<file path="config.mk">
export PLATFORM = sky130hd
export DESIGN_NAME = bffa_ctrl
export DESIGN_NICKNAME = d
export VERILOG_FILES = /design/src/bffa_pkg.sv /design/src/bffa_ctrl.sv
export SDC_FILE = /design/constraint.sdc
export NUM_CORES = 1
export LEC_CHECK = 0
export BUFFER_PORTS_ARGS = -buffer_cell sky130_fd_sc_hd__buf_2
export CAP_MARGIN = 10
export CORE_AREA = 2 2 39 41
export CTS_CLUSTER_DIAMETER = 30
export DETAILED_ROUTE_END_ITERATION = 10
export DIE_AREA = 0 0 41 43
export PLACE_DENSITY_LB_ADDON = 0.12
export SKIP_CTS_REPAIR_TIMING = 1
export SLEW_MARGIN = 5
export SYNTH_ARGS = -nofsm -noshare
export SYNTH_HDL_FRONTEND = slang
export SYNTH_SLANG_ARGS = --single-unit
</file>
<file path="constraint.sdc">
create_clock -name i_clk -period 1.5 [get_ports i_clk]
set_clock_uncertainty 0.1 [all_clocks]
set_input_delay 0.225 -clock i_clk [delete_from_list [all_inputs] [get_ports i_clk]]
set_output_delay 0.225 -clock i_clk [all_outputs]
set_load 0.01 [all_outputs]
</file>
<file path="src/bffa_pkg.sv">
`default_nettype none
// ----------------------------------------------------------------------------
// bffa_pkg: shared types and constants for the bitmap first-free allocator
// Bitmap geometry, command codes, FSM states and controller/datapath bundles.
// ----------------------------------------------------------------------------
package bffa_pkg;

    // Bitmap geometry
    localparam int BITMAP_BYTES    = 8192;
    localparam int DATA_START_BYTE = 8;

    // Bytes per memory word (64-bit rows)
    localparam int LANES      = 8;
    localparam int LANE_W     = 3;
    localparam int WORDS      = (BITMAP_BYTES + LANES - 1) / LANES;
    localparam int WORD_AW    = (WORDS > 1) ? $clog2(WORDS) : 1;
    localparam int TAIL_LANES = BITMAP_BYTES - (WORDS - 1) * LANES;
    localparam bit START_PAST_END = (DATA_START_BYTE >= BITMAP_BYTES);

    // Field widths
    localparam int BYTE_ADDR_W = 13;
    localparam int BLK_W       = 17;

    localparam logic [WORD_AW-1:0] LAST_WORD  = WORD_AW'(WORDS - 1);
    localparam logic [WORD_AW-1:0] START_WORD = WORD_AW'(DATA_START_BYTE / LANES);
    localparam logic [LANE_W-1:0]  START_LANE = LANE_W'(DATA_START_BYTE % LANES);
    localparam logic [BLK_W-1:0]   NONE_IDX   = BLK_W'(BITMAP_BYTES * 8);

    // Request command codes
    localparam logic CMD_ALLOC = 1'b0;
    localparam logic CMD_WRITE = 1'b1;

    typedef enum logic [1:0] {
        S_CLEAR,
        S_IDLE,
        S_SCAN,
        S_DONE
    } t_state;

    typedef struct packed {
        logic                   cmd;
        logic                   data_region;
        logic [BYTE_ADDR_W-1:0] byte_addr;
        logic [7:0]             byte_value;
    } t_req;

    // Controller -> datapath
    typedef struct packed {
        logic clear;    // zero one memory row of the clearing pass
        logic start;    // begin an allocate scan
        logic scan;     // issue next row read
        logic emit;     // load result register, write back claimed byte
        logic wr_byte;  // write one bitmap byte from the request
    } t_dp_cmd;

    // Datapath -> controller
    typedef struct packed {
        logic clr_last;
        logic hit;
        logic miss;
        logic out_free;
    } t_dp_sts;

endpackage
`default_nettype wire

</file>
<file path="src/bffa_ctrl.sv">
`default_nettype none
// ----------------------------------------------------------------------------
// bffa_ctrl: allocator controller
// Sequences the clearing pass, request intake, row scan and result handoff.
// ----------------------------------------------------------------------------
module bffa_ctrl (
    input  wire              i_clk,
    input  wire              i_rst_n,
    input  wire              i_req_valid,
    input  wire              i_req_cmd,
    input  wire              i_req_region,
    output logic             o_req_ready,
    output bffa_pkg::t_dp_cmd o_cmd,
    input  bffa_pkg::t_dp_sts i_sts
);
    import bffa_pkg::*;

    t_state r_state;
    t_state n_state;

    always_ff @(posedge i_clk) begin
        if (!i_rst_n) begin
            r_state <= S_CLEAR;
        end else begin
            r_state <= n_state;
        end
    end

    always_comb begin
        n_state = r_state;
        case (r_state)
            S_CLEAR: begin
                if (i_sts.clr_last) n_state = S_IDLE;
            end
            S_IDLE: begin
                if (i_req_valid && i_req_cmd == CMD_ALLOC) begin
                    // data region lying past the bitmap: nothing to scan
                    if (i_req_region && START_PAST_END) n_state = S_DONE;
                    else                                n_state = S_SCAN;
                end
            end
            S_SCAN: begin
                if (i_sts.hit || i_sts.miss) n_state = S_DONE;
            end
            S_DONE: begin
                if (i_sts.out_free) n_state = S_IDLE;
            end
            default: n_state = S_CLEAR;
        endcase
    end

    always_comb begin
        o_req_ready   = 1'b0;
        o_cmd         = '0;
        case (r_state)
            S_CLEAR: begin
                o_cmd.clear = 1'b1;
            end
            S_IDLE: begin
                o_req_ready   = 1'b1;
                o_cmd.start   = i_req_valid && (i_req_cmd == CMD_ALLOC);
                o_cmd.wr_byte = i_req_valid && (i_req_cmd == CMD_WRITE);
            end
            S_SCAN: begin
                o_cmd.scan = 1'b1;
            end
            S_DONE: begin
                o_cmd.emit = i_sts.out_free;
            end
            default: begin
                o_req_ready = 1'b0;
            end
        endcase
    end

endmodule
`default_nettype wire

</file>
Word-level counts from Yosys, hierarchy flattened
Index checks and enable logic that the tools add are counted.

storage, ports and cells
  register bits after elaboration = 2
  latch bits = 0
  memory bits (writable) = 0
  bits in read-only memories = 0
  input port bits = 9
  output and inout bits = 6
  logic and storage cells = 25
  memories kept = 0

operators by class
  add/sub/neg operators = 0
  multipliers = 0
  div/mod/pow operators = 0
  order comparisons = 0
  equality and inequality tests = 7
  shift-type cells = 0
  muxes and demuxes = 11
  bitwise operators = 1
  reductions and logical operators = 5

operators with widths
  kind                                                  number
  2-to-1 mux 2 bit                                      4
  != test 2 bit (second input constant)                 4
  case mux 2 bit (4 select lines)                       1
  2-to-1 mux 1 bit                                      6
  equality test 2 bit (second input constant)           2
  AND reduction 4 bit                                   1
  equality test 2 x 1 -> 1 bit (second input constant)  1
  logical AND 1 bit                                     2
  logical NOT 2 bit                                     1
  logical OR 1 bit                                      1
  NOT 1 bit                                             1

Longest topological paths before layout
  word-level depth = 4
  depth in mapped cells = 5
  gate-level depth less buffers = 5

Worst setup path before layout
No wires, ideal clock.

  path kind = flip-flop to flip-flop
  start = register r_state[0]
  end = register r_state[0]
  setup time = 119 ps
  arrival = 1,234 ps
  required time = 1,281 ps
  setup slack = 47 ps
  stages on the path, launching flop included = 6
  buffers on the path = 0
  clock period less this slack = 1,453 ps
  cells stage by stage = dfxtp_1 inv_1 ha_1 a222oi_1 nand2_1 mux2i_1

on the way
  longest elaborated chain between the ends = 3
  elaborated cells on any way between the ends = 10
  those cells by class = eq/ne: 7; mux: 1; reduce/logical: 2

RTL lines
  element                                                     RTL line         RTL
  start, declared                                             bffa_ctrl.sv:18  t_state r_state;
  start signal, assigned                                      bffa_ctrl.sv:25  r_state <= n_state;
  equality test 2 x 1 -> 1 bit, or another cell as far along  bffa_ctrl.sv:31  case (r_state)
  != test 2 bit (no line)                                     n/a
  AND reduction 4 bit (no line)                               n/a

Several ways; a longest one is shown, not always the timed one.
A chain may end at the register's enable or synchronous reset.

==> run metrics <==
status=finished clean; vias in the first global route=211; relative slew slack=81.32%; crit path cell chain=buf_6, ha_4, and3_4, buf_6; Yosys top cell area share=30.67%; Layout Cells excl Fill=59; Die X=41 µm; # rows=14; RR Startpoint=r_state[1]; share of layout cells above drive strength 1=55.81%; Crit Path Category=flip-flop to output port; Net Sw Frac=39.53%; CP dominant cell by count=buf_6; TritonCTS buffer count=3; IO Port Bufs=13; net load switching power=228.7 µW; Sink Count=2; largest net degree at the start of global routing=5; maxcap violations=0; die height=43 µm; DR pass1 iterations=4; Final Max Tran Viols=0; Avg Inst Size Synth=7.844 µm²; Yosys warning count=0; leakage power=0.1882 nW; Critical Path AT=1110 ps; number of flip-flops in the largest register=2; critical path required time=1170 ps; largest area contributor in the netlist=ha_1; I/O Pins=15; WP depth=4; synthesized net count=40; worst-skew pair later-pin latency=220 ps; Root Buffer=clkbuf_4; fill count=172; Min Hold Slack=188.3 ps; Critical Path Source Type=flip-flop; combinational share of power=58.4%; Top reg by flops=r_state; Slowest-stage cell, CP=dfxtp_2; drt total wl=470 µm; critical path's largest stage delay=330 ps; RR Endpoint=r_state[1]; Avg WL per Cell=7.966 µm; VDD IR max=0.0004607 V; residual DRC count=0; Setup TNS=0 ps; Int Pwr=349.9 µW; flops & latches, synth=2; CTS clock-pin slew for the worst setup and hold paths=30 ps; TritonCTS clock tree=done; first-pass GRT wire length=779 µm; Synth Instances=26; Slew @ Worst Pin=280.2 ps; GRT Total Usage=6.900%; CP Capture Type=output port; htree depth=1; post-synthesis sequential area ratio=19.63%; CP top delay family=flip-flops; hold crit path type=input pin to flip-flop; CP Launch Point=r_state[0]; Max clock buf depth=2; sequential share of power=21.5%; via count=225; Placed Instances=56; DRT iter0 DRCs=7; crit path to=o_cmd[0]; Via density=3.814; worst path bufs/invs=2; Cell Area, Synth=203.9 µm²; Hold Vio Cnt, Final=0; RSZ-0062 raised after global routing=no; synth top area cells=ha_1 (31%), dfxtp_1 (20%), nand2_1 (11%), mux2i_1 (9.8%), inv_1 (7.4%); power density over cell area=1628 nW/µm²; Max Fclk=697.1 MHz; Syn-to-layout area delta=74.23%; minimum clock period=1434 ps; GP Congestion=0.6153; biggest regs=r_state x2; most frequent cells in the layout=buf_2 (12), nand2_1 (6), ha_1 (3), clkbuf_4 (3); CP Max Fanout=4; Finish-stage setup viols=0; period utilisation layout=95.63%; total global routing overflow=0; Initial Utilization=14.74%; reg2reg path depth=5; r2r setup slk=70 ps; final net count=59; DP HPWL=398.6 µm; Final ANT Viol Nets=0; initial antenna violation count=0; area of the core=1384 µm²; Synth cell types=10; commonest non-fill, non-tap cell in the layout=buf_2; Antenna diodes=0; Clock Power Share=20.1%; die footprint=1763 µm²
## cells in the mapped netlist (all sizes together)
cell type	n
a222oi	1
and2	1
and3	1
dfxtp	2
ha	5
inv	4
mux2i	2
nand2	6
nand2b	2
nor2	2
## cells by family (layout without fill, tap and decap cells)
| logic type | Yosys count | after routing | share of synthesized area (%) |
|---|---|---|---|
| buffers and inverters | 4 | 21 | 7.360 |
| DFF | 2 | 2 | 19.63 |
| muxes | 2 | 2 | 9.816 |
| AOI/OAI and AO/OA | 1 | 1 | 4.908 |
| and+or+nand+nor | 12 | 12 | 27.61 |
| adders and majority gates | 5 | 5 | 30.67 |
## stage by stage
stage / utilization [%] / cell area, µm² / setup WS (ps) / power [mW]
after floorplan: - / 203.9 / 46.59 / 0.2959
after global placement: 21.43 / 296.5 / -1.875 / 0.3990
after detailed placement: 21.43 / 296.5 / -11.61 / 0.3999
after CTS: 23.06 / 319.1 / -90.38 / 0.5278
after global routing: 25.68 / 355.3 / 10.22 / 0.6560
final: 25.68 / 355.3 / 65.57 / 0.5786
## routing by layer
| metal | track usage, % | part of all wire, % | up-vias |
|---|---|---|---|
| met3 | 3.141 | 6.6 | 0 |
| met4 | 6.000 | 0 | 0 |
| li1 | - | - | 118 |
| met1 | 7.619 | 44 | 100 |
| met5 | 0 | 0 | - |
| met2 | 9.375 | 49 | 7 |
## layout make-up
cell class	count	area [µm²]	area share, %
flip-flops and latches	2	45.04	12.68
repair buffers	14	82.58	23.24
clock buffers	3	22.52	6.338
well taps	16	20.02	5.634
inverters	4	17.52	4.930
multi-input cells	20	167.7	47.18
## power by group through the flow
stage	clock [mW]	combinational, mW	sequential, mW
after CTS	0.127	0.298	0.103
after global placement	0	0.295	0.104
after global routing	0.138	0.390	0.129
after detailed placement	0	0.296	0.104
after floorplan	0	0.193	0.103
final	0.116	0.338	0.124
## worst min path at each step
stage               slack [ps]    endpoint  cells past startpoint       start
floorplan                  270  r_state[1]                      2     i_rst_n
global placement           400  r_state[1]                      2  r_state[1]
detailed placement         410  r_state[1]                      2  r_state[1]
CTS                        190  r_state[1]                      3     i_rst_n
global route               190  r_state[0]                      3     i_rst_n
finish                     190  r_state[0]                      3     i_rst_n
## tightest hold or removal path, delay by kind of cell
family / cells / cell delay, ps
buf+inv: 1 / 120
simple gates: 1 / 60
mux: 1 / 50
Note: power is estimated with default switching activity, not from simulation.
